--- src/hw/rtl/dvru_pkg.sv ---
// ----------------------------------------------------------------------------
// dvru_pkg
// Shared types and constants of the distance-vector route update unit.
// ----------------------------------------------------------------------------
`default_nettype none

package dvru_pkg;

  // Default sizing of the route table.
  localparam int NODES_DEF     = 16;
  localparam int COST_BITS_DEF = 32;

  // Fixed field widths on the ports.
  localparam int NODE_ID_W  = 4;
  localparam int FUNC_W     = 2;
  localparam int IN_COST_W  = 32;
  localparam int OUT_COST_W = 32;
  localparam int CONV_W     = 5;
  localparam int CFG_DATA_W = 32;
  localparam int CFG_ADDR_W = 3;

  // A dump emits at most this many routes.
  localparam int MAX_ROUTES = 16;
  localparam int SENT_W     = 5;

  // Depth of the queue between front and back.
  localparam int QUEUE_DEPTH = 2;

  // Configuration register indexes (address bit 2).
  localparam logic [0:0] REG_SELF_ID        = 1'b0;
  localparam logic [0:0] REG_CONVERGE_COUNT = 1'b1;

  localparam logic [NODE_ID_W-1:0] SELF_ID_RST        = 4'd0;
  localparam logic [CONV_W-1:0]    CONVERGE_COUNT_RST = 5'd8;

  // Request function codes.
  typedef enum logic [FUNC_W-1:0] {
    FUNC_LINK  = 2'd0,
    FUNC_ADV   = 2'd1,
    FUNC_START = 2'd2
  } func_e;

  // Operation handed from front to back.
  typedef enum logic [1:0] {
    OP_LINK,
    OP_ADV,
    OP_START
  } op_e;

  // Back-end sequencer states.
  typedef enum logic [1:0] {
    ST_IDLE,
    ST_ADV,
    ST_DUMP,
    ST_DLOAD
  } back_state_e;

  // Classified request, without its cost.
  typedef struct packed {
    op_e                  op;
    logic [NODE_ID_W-1:0] nb;
    logic [NODE_ID_W-1:0] dst;
    logic                 last;
    logic                 nb_ok;
    logic                 dst_ok;
  } item_ctrl_t;

endpackage

`default_nettype wire

--- src/hw/rtl/dvru_ram.sv ---
// ----------------------------------------------------------------------------
// dvru_ram
// Generic single-write, single-read RAM with a registered read port.
// ----------------------------------------------------------------------------
`default_nettype none

module dvru_ram #(
  parameter int WIDTH = 32,
  parameter int DEPTH = 16
) (
  input  wire logic                     clk_i,
  input  wire logic                     we_i,
  input  wire logic [$clog2(DEPTH)-1:0] waddr_i,
  input  wire logic [WIDTH-1:0]         wdata_i,
  input  wire logic [$clog2(DEPTH)-1:0] raddr_i,
  output logic      [WIDTH-1:0]         rdata_o
);

  logic [WIDTH-1:0] mem_q [DEPTH];

  always_ff @(posedge clk_i) begin
    if (we_i) begin
      mem_q[waddr_i] <= wdata_i;
    end
    rdata_o <= mem_q[raddr_i];
  end

endmodule

`default_nettype wire

--- src/hw/rtl/dvru_front.sv ---
// ----------------------------------------------------------------------------
// dvru_front
// Accepts requests, classifies them and queues them for the back end.
// ----------------------------------------------------------------------------
`default_nettype none

module dvru_front #(
  parameter int NODES     = dvru_pkg::NODES_DEF,
  parameter int COST_BITS = dvru_pkg::COST_BITS_DEF
) (
  input  wire logic                               clk_i,
  input  wire logic                               rst_ni,
  input  wire logic                               in_valid_i,
  output logic                                    in_stall_o,
  input  wire logic [dvru_pkg::FUNC_W-1:0]        func_i,
  input  wire logic [dvru_pkg::NODE_ID_W-1:0]     neighbor_i,
  input  wire logic [dvru_pkg::NODE_ID_W-1:0]     destination_i,
  input  wire logic [dvru_pkg::IN_COST_W-1:0]     cost_i,
  input  wire logic                               last_entry_i,
  output logic                                    q_valid_o,
  output dvru_pkg::item_ctrl_t                    q_ctrl_o,
  output logic      [COST_BITS-1:0]               q_cost_o,
  input  wire logic                               q_pop_i
);

  localparam int Depth = dvru_pkg::QUEUE_DEPTH;
  localparam int PtrW  = $clog2(Depth);
  localparam int CntW  = $clog2(Depth + 1);
  localparam int CostW = COST_BITS;

  dvru_pkg::item_ctrl_t ctrl_q [Depth];
  logic [COST_BITS-1:0] cost_q [Depth];
  logic [PtrW-1:0]      wr_ptr_q, wr_ptr_d;
  logic [PtrW-1:0]      rd_ptr_q, rd_ptr_d;
  logic [CntW-1:0]      cnt_q, cnt_d;

  dvru_pkg::item_ctrl_t new_ctrl;
  logic                 keep;
  logic                 push;
  logic                 pop;

  always_comb begin
    new_ctrl.nb     = neighbor_i;
    new_ctrl.dst    = destination_i;
    new_ctrl.last   = last_entry_i;
    new_ctrl.nb_ok  = 32'(neighbor_i) < NODES;
    new_ctrl.dst_ok = 32'(destination_i) < NODES;
    new_ctrl.op     = dvru_pkg::OP_LINK;
    keep            = 1'b1;
    unique case (func_i)
      dvru_pkg::FUNC_LINK:  new_ctrl.op = dvru_pkg::OP_LINK;
      dvru_pkg::FUNC_ADV:   new_ctrl.op = dvru_pkg::OP_ADV;
      dvru_pkg::FUNC_START: new_ctrl.op = dvru_pkg::OP_START;
      default:              keep = 1'b0;
    endcase
  end

  assign in_stall_o = (cnt_q == CntW'(Depth));
  // Requests with the unused function code are taken and dropped here.
  assign push       = in_valid_i && !in_stall_o && keep;
  assign pop        = q_pop_i && (cnt_q != '0);

  always_comb begin
    wr_ptr_d = push ? wr_ptr_q + PtrW'(1) : wr_ptr_q;
    rd_ptr_d = pop ? rd_ptr_q + PtrW'(1) : rd_ptr_q;
    cnt_d    = cnt_q + CntW'(push) - CntW'(pop);
  end

  always_ff @(posedge clk_i or negedge rst_ni) begin
    if (!rst_ni) begin
      wr_ptr_q <= '0;
      rd_ptr_q <= '0;
      cnt_q    <= '0;
    end else begin
      wr_ptr_q <= wr_ptr_d;
      rd_ptr_q <= rd_ptr_d;
      cnt_q    <= cnt_d;
    end
  end

  always_ff @(posedge clk_i) begin
    if (push) begin
      ctrl_q[wr_ptr_q] <= new_ctrl;
      cost_q[wr_ptr_q] <= CostW'(cost_i);
    end
  end

  assign q_valid_o = (cnt_q != '0);
  assign q_ctrl_o  = ctrl_q[rd_ptr_q];
  assign q_cost_o  = cost_q[rd_ptr_q];

endmodule

`default_nettype wire

--- src/hw/rtl/dvru_back.sv ---
// ----------------------------------------------------------------------------
// dvru_back
// Route table sequencer: applies link and advertisement requests to the
// table memories and walks the table to emit route dumps.
// ----------------------------------------------------------------------------
`default_nettype none

module dvru_back #(
  parameter int NODES     = dvru_pkg::NODES_DEF,
  parameter int COST_BITS = dvru_pkg::COST_BITS_DEF
) (
  input  wire logic                               clk_i,
  input  wire logic                               rst_ni,
  input  wire logic [dvru_pkg::NODE_ID_W-1:0]     self_id_i,
  input  wire logic [dvru_pkg::CONV_W-1:0]        converge_count_i,
  input  wire logic                               q_valid_i,
  input  wire dvru_pkg::item_ctrl_t               q_ctrl_i,
  input  wire logic [COST_BITS-1:0]               q_cost_i,
  output logic                                    q_pop_o,
  output logic                                    out_valid_o,
  input  wire logic                               out_stall_i,
  output logic      [dvru_pkg::NODE_ID_W-1:0]     route_destination_o,
  output logic      [dvru_pkg::OUT_COST_W-1:0]    route_cost_o,
  output logic      [dvru_pkg::NODE_ID_W-1:0]     route_next_hop_o,
  output logic                                    converged_o,
  output logic                                    last_route_o
);

  localparam int NodeW  = $clog2(NODES);
  localparam int CntW   = $clog2(NODES + 1);
  localparam int IdW    = dvru_pkg::NODE_ID_W;
  localparam int OutW   = dvru_pkg::OUT_COST_W;
  localparam int SentW  = dvru_pkg::SENT_W;
  localparam int MaxOut = dvru_pkg::MAX_ROUTES;
  localparam int BestW  = COST_BITS + IdW;

  dvru_pkg::back_state_e state_q, state_d;

  dvru_pkg::item_ctrl_t cur_ctrl_q;
  logic [COST_BITS-1:0] cur_cost_q;
  logic [NODES-1:0]     route_valid_q, route_valid_d;
  logic [NODES-1:0]     link_valid_q, link_valid_d;
  logic [CntW-1:0]      valid_cnt_q, valid_cnt_d;
  logic                 table_changed_q, table_changed_d;
  logic                 converged_q, converged_d;
  logic [CntW-1:0]      walk_q, walk_d;
  logic [SentW-1:0]     sent_q, sent_d;

  logic                 out_valid_q, out_valid_d;
  logic [IdW-1:0]       out_dst_q;
  logic [OutW-1:0]      out_cost_q;
  logic [IdW-1:0]       out_nh_q;
  logic                 out_conv_q;
  logic                 out_last_q;
  logic                 out_load;

  // Table memories.
  logic                 best_we, link_we;
  logic [NodeW-1:0]     best_waddr, best_raddr, link_waddr, link_raddr;
  logic [BestW-1:0]     best_wdata, best_rdata;
  logic [COST_BITS-1:0] link_wdata, link_rdata;

  logic [NodeW-1:0]     head_nb_a, head_dst_a, cur_nb_a, cur_dst_a, walk_a, self_a;
  logic                 self_ok;
  logic [NODES-1:0]     one_hot0, own_mask, known_mask, above_mask;
  logic                 walk_done, walk_known, walk_self, more_known, sent_full;
  logic                 out_free;

  logic [COST_BITS-1:0] link_val, cand, best_cost_rd;
  logic [COST_BITS:0]   sum;
  logic                 replace;
  logic [CntW-1:0]      known;

  dvru_ram #(.WIDTH(BestW), .DEPTH(NODES)) u_best_ram (
    .clk_i   (clk_i),
    .we_i    (best_we),
    .waddr_i (best_waddr),
    .wdata_i (best_wdata),
    .raddr_i (best_raddr),
    .rdata_o (best_rdata)
  );

  dvru_ram #(.WIDTH(COST_BITS), .DEPTH(NODES)) u_link_ram (
    .clk_i   (clk_i),
    .we_i    (link_we),
    .waddr_i (link_waddr),
    .wdata_i (link_wdata),
    .raddr_i (link_raddr),
    .rdata_o (link_rdata)
  );

  // Address and mask helpers.
  always_comb begin
    head_nb_a  = NodeW'(q_ctrl_i.nb);
    head_dst_a = NodeW'(q_ctrl_i.dst);
    cur_nb_a   = NodeW'(cur_ctrl_q.nb);
    cur_dst_a  = NodeW'(cur_ctrl_q.dst);
    walk_a     = NodeW'(walk_q);
    self_a     = NodeW'(self_id_i);
    self_ok    = 32'(self_id_i) < NODES;
    one_hot0   = {{(NODES - 1){1'b0}}, 1'b1};
    own_mask   = self_ok ? (one_hot0 << self_a) : '0;
    known_mask = route_valid_q | own_mask;
    above_mask = ~((one_hot0 << walk_a) | ((one_hot0 << walk_a) - one_hot0));
    walk_done  = (walk_q == CntW'(NODES));
    walk_known = !walk_done && known_mask[walk_a];
    walk_self  = self_ok && (walk_a == self_a);
    more_known = |(known_mask & above_mask);
    sent_full  = (sent_q == SentW'(MaxOut));
    out_free   = !out_valid_q || !out_stall_i;
  end

  // Candidate cost of an advertised entry: link cost plus advertised cost,
  // saturating at all ones. An unset link counts as zero.
  always_comb begin
    link_val     = link_valid_q[cur_nb_a] ? link_rdata : '0;
    sum          = {1'b0, link_val} + {1'b0, cur_cost_q};
    cand         = sum[COST_BITS] ? '1 : sum[COST_BITS-1:0];
    best_cost_rd = best_rdata[BestW-1:IdW];
    replace      = cur_ctrl_q.nb_ok && cur_ctrl_q.dst_ok &&
                   (cur_ctrl_q.dst != self_id_i) &&
                   (!route_valid_q[cur_dst_a] || (cand < best_cost_rd));
  end

  // Next state.
  always_comb begin
    state_d = state_q;
    unique case (state_q)
      dvru_pkg::ST_IDLE: begin
        if (q_valid_i) begin
          unique case (q_ctrl_i.op)
            dvru_pkg::OP_ADV:   state_d = dvru_pkg::ST_ADV;
            dvru_pkg::OP_START: state_d = dvru_pkg::ST_DUMP;
            default:            state_d = dvru_pkg::ST_IDLE;
          endcase
        end
      end
      dvru_pkg::ST_ADV: begin
        if (cur_ctrl_q.last && (table_changed_q || replace)) begin
          state_d = dvru_pkg::ST_DUMP;
        end else begin
          state_d = dvru_pkg::ST_IDLE;
        end
      end
      dvru_pkg::ST_DUMP: begin
        priority if (walk_done || sent_full) begin
          state_d = dvru_pkg::ST_IDLE;
        end else if (walk_known) begin
          state_d = dvru_pkg::ST_DLOAD;
        end else begin
          state_d = dvru_pkg::ST_DUMP;
        end
      end
      dvru_pkg::ST_DLOAD: begin
        if (out_free) begin
          state_d = dvru_pkg::ST_DUMP;
        end
      end
      default: state_d = dvru_pkg::ST_IDLE;
    endcase
  end

  // Datapath and table updates.
  always_comb begin
    q_pop_o         = (state_q == dvru_pkg::ST_IDLE);
    route_valid_d   = route_valid_q;
    link_valid_d    = link_valid_q;
    valid_cnt_d     = valid_cnt_q;
    table_changed_d = table_changed_q;
    converged_d     = converged_q;
    walk_d          = walk_q;
    sent_d          = sent_q;
    out_load        = 1'b0;
    known           = '0;

    best_we    = 1'b0;
    best_waddr = head_nb_a;
    best_wdata = {q_cost_i, q_ctrl_i.nb};
    best_raddr = (state_q == dvru_pkg::ST_IDLE) ? head_dst_a : walk_a;
    link_we    = 1'b0;
    link_waddr = head_nb_a;
    link_wdata = q_cost_i;
    link_raddr = head_nb_a;

    unique case (state_q)
      dvru_pkg::ST_IDLE: begin
        if (q_valid_i) begin
          if (q_ctrl_i.op == dvru_pkg::OP_LINK && q_ctrl_i.nb_ok) begin
            link_we                 = 1'b1;
            link_valid_d[head_nb_a] = 1'b1;
            // A link to this node itself never alters the own route.
            if (q_ctrl_i.nb != self_id_i) begin
              best_we = 1'b1;
              route_valid_d[head_nb_a] = 1'b1;
              if (!route_valid_q[head_nb_a]) begin
                valid_cnt_d = valid_cnt_q + CntW'(1);
              end
            end
          end
          if (q_ctrl_i.op == dvru_pkg::OP_START) begin
            walk_d = '0;
            sent_d = '0;
          end
        end
      end
      dvru_pkg::ST_ADV: begin
        best_waddr = cur_dst_a;
        best_wdata = {cand, cur_ctrl_q.nb};
        if (replace) begin
          best_we                  = 1'b1;
          route_valid_d[cur_dst_a] = 1'b1;
          if (!route_valid_q[cur_dst_a]) begin
            valid_cnt_d = valid_cnt_q + CntW'(1);
          end
        end
        if (cur_ctrl_q.last) begin
          // Known routes after this entry, the own route included.
          known = valid_cnt_d + CntW'(self_ok && !route_valid_d[self_a]);
          if (32'(known) >= 32'(converge_count_i)) begin
            converged_d = 1'b1;
          end
          table_changed_d = 1'b0;
          walk_d          = '0;
          sent_d          = '0;
        end else if (replace) begin
          table_changed_d = 1'b1;
        end
      end
      dvru_pkg::ST_DUMP: begin
        if (!walk_done && !sent_full && !walk_known) begin
          walk_d = walk_q + CntW'(1);
        end
      end
      dvru_pkg::ST_DLOAD: begin
        if (out_free) begin
          out_load = 1'b1;
          walk_d   = walk_q + CntW'(1);
          sent_d   = sent_q + SentW'(1);
        end
      end
      default: ;
    endcase

    out_valid_d = (out_valid_q && out_stall_i) || out_load;
  end

  always_ff @(posedge clk_i or negedge rst_ni) begin
    if (!rst_ni) begin
      state_q         <= dvru_pkg::ST_IDLE;
      route_valid_q   <= '0;
      link_valid_q    <= '0;
      valid_cnt_q     <= '0;
      table_changed_q <= 1'b0;
      converged_q     <= 1'b0;
      walk_q          <= '0;
      sent_q          <= '0;
      out_valid_q     <= 1'b0;
    end else begin
      state_q         <= state_d;
      route_valid_q   <= route_valid_d;
      link_valid_q    <= link_valid_d;
      valid_cnt_q     <= valid_cnt_d;
      table_changed_q <= table_changed_d;
      converged_q     <= converged_d;
      walk_q          <= walk_d;
      sent_q          <= sent_d;
      out_valid_q     <= out_valid_d;
    end
  end

  always_ff @(posedge clk_i) begin
    if (state_q == dvru_pkg::ST_IDLE && q_valid_i) begin
      cur_ctrl_q <= q_ctrl_i;
      cur_cost_q <= q_cost_i;
    end
    if (out_load) begin
      out_dst_q  <= IdW'(walk_q);
      out_cost_q <= walk_self ? '0 : OutW'(best_cost_rd);
      out_nh_q   <= walk_self ? self_id_i : best_rdata[IdW-1:0];
      out_conv_q <= converged_q;
      out_last_q <= !more_known || (sent_q == SentW'(MaxOut - 1));
    end
  end

  assign out_valid_o         = out_valid_q;
  assign route_destination_o = out_dst_q;
  assign route_cost_o        = out_cost_q;
  assign route_next_hop_o    = out_nh_q;
  assign converged_o         = out_conv_q;
  assign last_route_o        = out_last_q;

endmodule

`default_nettype wire

--- src/hw/rtl/distance_vector_route_update_unit.sv ---
// ----------------------------------------------------------------------------
// distance_vector_route_update_unit
// Distance-vector routing table engine with an APB configuration port.
// ----------------------------------------------------------------------------
// Requests enter a two-deep queue and are carried out one at a time by a
// table sequencer built around two RAMs (best cost with next hop, and link
// cost). An advertisement entry first reads both RAMs, then adds, compares
// and writes back. A dump walks the destinations in order, skips those
// without a route and loads each route into the output register, waiting
// while the output is stalled. The output register lets the next request
// proceed while the final route of a dump waits to be taken.
`default_nettype none

module distance_vector_route_update_unit #(
  parameter int NODES     = dvru_pkg::NODES_DEF,
  parameter int COST_BITS = dvru_pkg::COST_BITS_DEF
) (
  input  wire logic                               clk_i,
  input  wire logic                               rst_ni,
  input  wire logic                               psel,
  input  wire logic                               penable,
  input  wire logic                               pwrite,
  input  wire logic [dvru_pkg::CFG_ADDR_W-1:0]    paddr,
  input  wire logic [dvru_pkg::CFG_DATA_W-1:0]    pwdata,
  output logic      [dvru_pkg::CFG_DATA_W-1:0]    prdata,
  output logic                                    pready,
  input  wire logic                               in_valid_i,
  output logic                                    in_stall_o,
  input  wire logic [dvru_pkg::FUNC_W-1:0]        func_i,
  input  wire logic [dvru_pkg::NODE_ID_W-1:0]     neighbor_i,
  input  wire logic [dvru_pkg::NODE_ID_W-1:0]     destination_i,
  input  wire logic [dvru_pkg::IN_COST_W-1:0]     cost_i,
  input  wire logic                               last_entry_i,
  output logic                                    out_valid_o,
  input  wire logic                               out_stall_i,
  output logic      [dvru_pkg::NODE_ID_W-1:0]     route_destination_o,
  output logic      [dvru_pkg::OUT_COST_W-1:0]    route_cost_o,
  output logic      [dvru_pkg::NODE_ID_W-1:0]     route_next_hop_o,
  output logic                                    converged_o,
  output logic                                    last_route_o
);

  localparam int DataW = dvru_pkg::CFG_DATA_W;
  localparam int IdW   = dvru_pkg::NODE_ID_W;
  localparam int ConvW = dvru_pkg::CONV_W;

  logic [IdW-1:0]   self_id_q;
  logic [ConvW-1:0] converge_count_q;
  logic             cfg_we;

  logic                 q_valid;
  dvru_pkg::item_ctrl_t q_ctrl;
  logic [COST_BITS-1:0] q_cost;
  logic                 q_pop;

  assign pready = 1'b1;
  assign cfg_we = psel && penable && pwrite;

  always_ff @(posedge clk_i or negedge rst_ni) begin
    if (!rst_ni) begin
      self_id_q        <= dvru_pkg::SELF_ID_RST;
      converge_count_q <= dvru_pkg::CONVERGE_COUNT_RST;
    end else if (cfg_we) begin
      unique case (paddr[2:2])
        dvru_pkg::REG_SELF_ID:        self_id_q        <= pwdata[IdW-1:0];
        dvru_pkg::REG_CONVERGE_COUNT: converge_count_q <= pwdata[ConvW-1:0];
        default: ;
      endcase
    end
  end

  always_comb begin
    unique case (paddr[2:2])
      dvru_pkg::REG_SELF_ID:        prdata = DataW'(self_id_q);
      dvru_pkg::REG_CONVERGE_COUNT: prdata = DataW'(converge_count_q);
      default:                      prdata = '0;
    endcase
  end

  dvru_front #(.NODES(NODES), .COST_BITS(COST_BITS)) u_front (
    .clk_i         (clk_i),
    .rst_ni        (rst_ni),
    .in_valid_i    (in_valid_i),
    .in_stall_o    (in_stall_o),
    .func_i        (func_i),
    .neighbor_i    (neighbor_i),
    .destination_i (destination_i),
    .cost_i        (cost_i),
    .last_entry_i  (last_entry_i),
    .q_valid_o     (q_valid),
    .q_ctrl_o      (q_ctrl),
    .q_cost_o      (q_cost),
    .q_pop_i       (q_pop)
  );

  dvru_back #(.NODES(NODES), .COST_BITS(COST_BITS)) u_back (
    .clk_i               (clk_i),
    .rst_ni              (rst_ni),
    .self_id_i           (self_id_q),
    .converge_count_i    (converge_count_q),
    .q_valid_i           (q_valid),
    .q_ctrl_i            (q_ctrl),
    .q_cost_i            (q_cost),
    .q_pop_o             (q_pop),
    .out_valid_o         (out_valid_o),
    .out_stall_i         (out_stall_i),
    .route_destination_o (route_destination_o),
    .route_cost_o        (route_cost_o),
    .route_next_hop_o    (route_next_hop_o),
    .converged_o         (converged_o),
    .last_route_o        (last_route_o)
  );

endmodule

`default_nettype wire

--- config.mk ---
export PLATFORM = sky130hd
export DESIGN_NAME = distance_vector_route_update_unit
export DESIGN_NICKNAME = d
export VERILOG_FILES = /design/src/hw/rtl/dvru_pkg.sv /design/src/hw/rtl/dvru_ram.sv /design/src/hw/rtl/dvru_front.sv /design/src/hw/rtl/dvru_back.sv /design/src/hw/rtl/distance_vector_route_update_unit.sv
export SDC_FILE = /design/constraint.sdc
export NUM_CORES = 2
export LEC_CHECK = 0
export BUFFER_PORTS_ARGS = -buffer_cell sky130_fd_sc_hd__clkbuf_2
export CORE_MARGIN = 4
export CORE_UTILIZATION = 23
export DETAILED_ROUTE_END_ITERATION = 8
export SYNTH_ARGS = -nofsm -noshare
export SYNTH_HDL_FRONTEND = slang
export SYNTH_HIERARCHICAL = 1
export SYNTH_SLANG_ARGS = --single-unit
--- constraint.sdc ---
create_clock -name clk_i -period 10 [get_ports clk_i]
set_clock_uncertainty 0.2 [all_clocks]
set_input_delay 0.5 -clock clk_i [delete_from_list [all_inputs] [get_ports clk_i]]
set_output_delay 0.5 -clock clk_i [all_outputs]
set_load 0.005 [all_outputs]
==> qor_table.md <==
| Metric | Reported | Unit |
|:---|:---|:---|
| Standard-cell row count | 181 | - |
| Total power per unit cell area | 300 | mW/mm^2 |
| Vias per cell | 4.38 | - |
| Highest attainable clock frequency | 0.107 | GHz |
| Number of DRC violations after detailed-routing iteration 0 | 2696 | - |
| Number of optimization iterations in the first detailed-route pass | 8 | - |
| Most common flop cell mapped by yosys | sky130_fd_sc_hd__edfxtp_1 | - |
| Critical-path maximum fanout | 32 | - |
| Summed instance area of the synthesized netlist | 0.0563 | mm^2 |
| Switching share of total power | 33.3 | % |
| Setup-failing EPs final | 0 | - |
| Slowest cell on the critical path | sky130_fd_sc_hd__mux4_2 | - |
| Clock-pin slew on the worst setup and hold paths | 0.06 | ns |
| GR Util All Layers | 10.4 | % |
| Combined area of the multi-input logic cells | 0.0148 | mm^2 |
| Worst-Margin Slew | 1.29 | ns |
| Internal power summed over all cells | 13.2 | mW |
| Shortest clock period the worst path allows after layout | 9.32 | ns |
| Top area cells in the synthesized netlist | sky130_fd_sc_hd__edfxtp_1 67%, sky130_fd_sc_hd__mux4_2 12%, sky130_fd_sc_hd__dfrtp_1 2.8% | - |
| Hold slack final | 0.122 | ns |
| Number of antenna violations at the first check in global routing | 9 | - |
| Placeable core area | 0.243 | mm^2 |
| Leading post-synthesis cells by instance count | 1259 x sky130_fd_sc_hd__edfxtp_1, 294 x sky130_fd_sc_hd__mux4_2, 164 x sky130_fd_sc_hd__nand2_1 | - |
| Sequential share of power | 40.7 | % |
| Utilization after layout | 27.2 | % |
| Setup repair after global routing missed its margin | false | - |
| Portion of total power attributed to combinational logic | 33.1 | % |
| Switching component of the power | 6.61 | mW |
| Vias after detailed routing | 28800 | - |
| Post-CTS setup repair buffer count | 0 | - |
| Register bit count reported by yosys | 1392 | - |
| HPWL Detailed | 81900 | um |
| Area Growth Syn to Fin | 17.6 | % |
| Count of maximum capacitance violations | 0 | - |
| Maximum number of pins on one net before global-route repair | 145 | - |
| Worst-case headroom to the max-slew limit | 14.0 | % |
| Final count of hold timing violations | 0 | - |
| Run status | finished, final reports clean | - |
| IO Pins | 162 | - |
| Number of flops mapped to enable cells by yosys | 1259 | - |
| Count of hold-fix buffers inserted at cts | 57 | - |
| Height of the die | 503 | um |
| Dominant cell by count in the synthesized netlist | sky130_fd_sc_hd__edfxtp_1 | - |
| Total wire length | 134000 | um |
| Die area | 0.253 | mm^2 |
| Category of cells accounting for the largest share of critical-path delay | compound AO/OA/AOI/OAI gates | - |
| Clock tree buffer depth | 3 | - |
| Total number of clock tree sinks | 1392 | - |
| Number of gates resized after cts | 0 | - |
| Total congestion overflow after global routing | 0 | - |
| Critical path cell sequence | mux4_2, mux4_2, and2_1, ha_1, fa_1, a211oi_1, nor3_1, o211a_1, o211a_1, o41ai_1, xor2_1, nand2_1, ha_1, a21o_1, a21oi_1, o21ai_0, a211oi_1, a2bb2oi_2, nand2_4, o21ai_0, or3b_2, nor2_4, buf_4 | - |
| Drc violations | 0 | - |
| Sequential share of the synthesized area | 72.4 | % |
| Clock latency of the later-clocked register in the worst-skew pair | 0.78 | ns |
| Layout cell share with drive strength beyond 1 | 24.3 | % |
| CTS buffer count | 142 | - |
| Share of the clock period used by the worst path | 93.2 | % |
| Largest vdd supply drop | 0.319 | mV |
| Required time of the worst setup path | 10.24 | ns |
| Area used by sequential logic in the layout | 0.0408 | mm^2 |
| Average size of a mapped cell | 18.7 | um^2 |
| Horizontal extent of the die | 503 | um |
| Post-synthesis cell count | 3015 | - |
| Static leakage | 21.7 | nW |
| Wire length of the first global-routing pass | 197000 | um |
| Final Max Slew Viols | 0 | - |
| Clock tree from TritonCTS | done | - |
| Biggest cell delay along the critical path | 0.74 | ns |
| Area share of the leading cell type in the synthesized netlist | 67.1 | % |
| Average wire per cell in the routed design | 20.4 | um |
| Async set or reset register ratio after synthesis | 4.67 | % |
| Number of warning messages in the yosys log | 6 | - |
| Crit Path Category | reg2reg | - |
| Clk network pwr share | 26.2 | % |
| Number of distinct library cells after synthesis | 80 | - |
| Number of fill cells | 24100 | - |
| Buffer and inverter count on the worst path | 1 | - |
| H-tree levels | 4 | - |
| Count of input and output buffers | 104 | - |
| Via count of the first global-routing pass | 29300 | - |
| Library cell used as clock root buffer | sky130_fd_sc_hd__clkbuf_16 | - |
| Number of nets in the final layout | 3422 | - |
| Endpoint kind of the worst setup timing path | register | - |
| Data arrival time at the worst-slack endpoint | 9.56 | ns |
| Startpoint type of the worst setup path | register | - |
| Antenna-violating nets left | 0 | - |
| Fin Setup TNS | 0 | ns |
| Class of the worst hold path | in2reg | - |
| Most area-hungry cell type in the Yosys netlist | sky130_fd_sc_hd__edfxtp_1 | - |
| Starting utilization of the core area | 23.1 | % |
| Weighted congestion reported at the end of routability-driven placement | 0.798 | - |
cell families after synthesis:
logic type	count (synthesis)	share of synthesized area (%)
flip-flops	1392	72.4
AND/OR/NAND/NOR	460	4.06
AO/OA/AOI/OAI	417	5.01
multiplexers	378	13.7
buffers and inverters	232	2.13
adder cells (fa/ha/maj)	83	1.86
XOR/XNOR	50	0.778
other	3	0.0200
stage by stage:
stage | total power [mW] | cell area [um^2] | setup WS [ns] | instances
finish | 19.8 | 66200 | 0.681 | 6578
floorplan | 12.7 | 56400 | 0.542 | 3042
global placement | 14.7 | 61000 | 0.844 | 6255
global route | 20.9 | 66200 | 0.246 | 6578
detailed placement | 14.8 | 61000 | 0.856 | 6255
CTS | 20.1 | 66200 | 0.786 | 6575
worst register-to-register path, cell delays in order, from the launching register on:
cell                        delay [ns]
sky130_fd_sc_hd__edfxtp_1         0.53
sky130_fd_sc_hd__mux4_2           0.56
sky130_fd_sc_hd__mux4_2           0.74
sky130_fd_sc_hd__and2_1           0.28
sky130_fd_sc_hd__ha_1             0.22
sky130_fd_sc_hd__fa_1             0.43
sky130_fd_sc_hd__a211oi_1         0.33
sky130_fd_sc_hd__nor3_1           0.15
sky130_fd_sc_hd__o211a_1          0.36
sky130_fd_sc_hd__o211a_1          0.36
sky130_fd_sc_hd__o41ai_1          0.42
sky130_fd_sc_hd__xor2_1           0.19
sky130_fd_sc_hd__nand2_1          0.10
sky130_fd_sc_hd__ha_1             0.32
sky130_fd_sc_hd__a21o_1           0.18
sky130_fd_sc_hd__a21oi_1          0.24
sky130_fd_sc_hd__o21ai_0          0.20
sky130_fd_sc_hd__a211oi_1         0.58
sky130_fd_sc_hd__a2bb2oi_2        0.44
sky130_fd_sc_hd__nand2_4          0.17
sky130_fd_sc_hd__o21ai_0          0.52
sky130_fd_sc_hd__or3b_2           0.62
sky130_fd_sc_hd__nor2_4           0.47
sky130_fd_sc_hd__buf_4            0.38
cell usage in the layout, fill, tap and decap left out, types with 36 or more instances in the layout:
cell type	count
sky130_fd_sc_hd__a21oi_1	81
sky130_fd_sc_hd__a22oi_1	137
sky130_fd_sc_hd__and2_1	69
sky130_fd_sc_hd__buf_4	68
sky130_fd_sc_hd__clkbuf_1	56
sky130_fd_sc_hd__clkbuf_16	146
sky130_fd_sc_hd__clkbuf_2	103
sky130_fd_sc_hd__dfrtp_1	63
sky130_fd_sc_hd__dfxtp_1	68
sky130_fd_sc_hd__dlygate4sd3_1	57
sky130_fd_sc_hd__edfxtp_1	1259
sky130_fd_sc_hd__ha_1	82
sky130_fd_sc_hd__inv_1	59
sky130_fd_sc_hd__mux2_2	37
sky130_fd_sc_hd__mux2_4	41
sky130_fd_sc_hd__mux4_2	294
sky130_fd_sc_hd__nand2_1	164
sky130_fd_sc_hd__nor2_1	56
sky130_fd_sc_hd__o21ai_0	42
sky130_fd_sc_hd__xnor2_1	36
final cells by class:
cell class	count	share of cell area, %
Sequential cell	1392	61.6
Timing Repair Buffer	238	2.69
Clock buffer	217	6.15
Antenna cell	3	0.0113
Inverter	62	0.351
Tap cell	3202	6.05
Clock inverter	46	0.812
Multi-Input combinational cell	1418	22.3
flip-flops by register name, indices dropped and copies added, names as in the netlist, 5 cells and up:
signal and count:
u_back/cur_cost_q 32, converge_count_q 5, u_back/link_valid_q 16, u_back/u_best_ram/rdata_o 36, u_back/walk_q 5, u_back/valid_cnt_q 5, u_back/sent_q 5, u_front/cost_q 64
u_front/ctrl_q 22, u_back/route_valid_q 16, u_back/u_link_ram/rdata_o 32, u_back/route_cost_o 32, u_back/u_link_ram/mem_q 512, u_back/u_best_ram/mem_q 576
power by group through the flow:
stage / clock (mW) / combinational (mW) / sequential (mW)
after detailed placement: 0 / 6.59 / 8.21
after global placement: 0 / 6.52 / 8.20
after global routing: 5.58 / 7.22 / 8.13
final: 5.19 / 6.58 / 8.08
after floorplan: 0 / 4.75 / 7.97
after CTS: 5.33 / 6.65 / 8.10
worst paths after layout:
| path | start | endpoint | slack, ns | depth (start not counted) |
|---|---|---|---|---|
| max in group asynchronous | rst_ni | u_front/rd_ptr_q$_DFFE_PN0P_ | 8.67 | 3 |
| max reg2reg | u_back/cur_nb_a[0]$_DFFE_PP_ | u_back/u_best_ram/mem_q[2][23]$_DFFE_PP_ | 0.68 | 23 |
| min | out_stall_i | u_back/out_valid_o$_DFF_PN0_ | 0.12 | 3 |
| min reg2reg | u_back/converged_q$_DFFE_PN0P_ | u_back/converged_o$_DFFE_PP_ | 0.25 | 0 |
| min in group asynchronous | rst_ni | u_back/walk_q[3]$_DFFE_PN0P_ | 0.26 | 3 |
| max | u_back/cur_nb_a[0]$_DFFE_PP_ | u_back/u_best_ram/mem_q[2][23]$_DFFE_PP_ | 0.68 | 23 |
metal layers:
layer	vias up	track usage, %	wire length, um
met5	-	0	0
met4	0	2.93	2630
met3	156	1.98	8370
met2	868	16.5	62900
met1	15200	14.5	60200
li1	12600	-	-
Note: power is estimated with default switching activity, not from simulation.
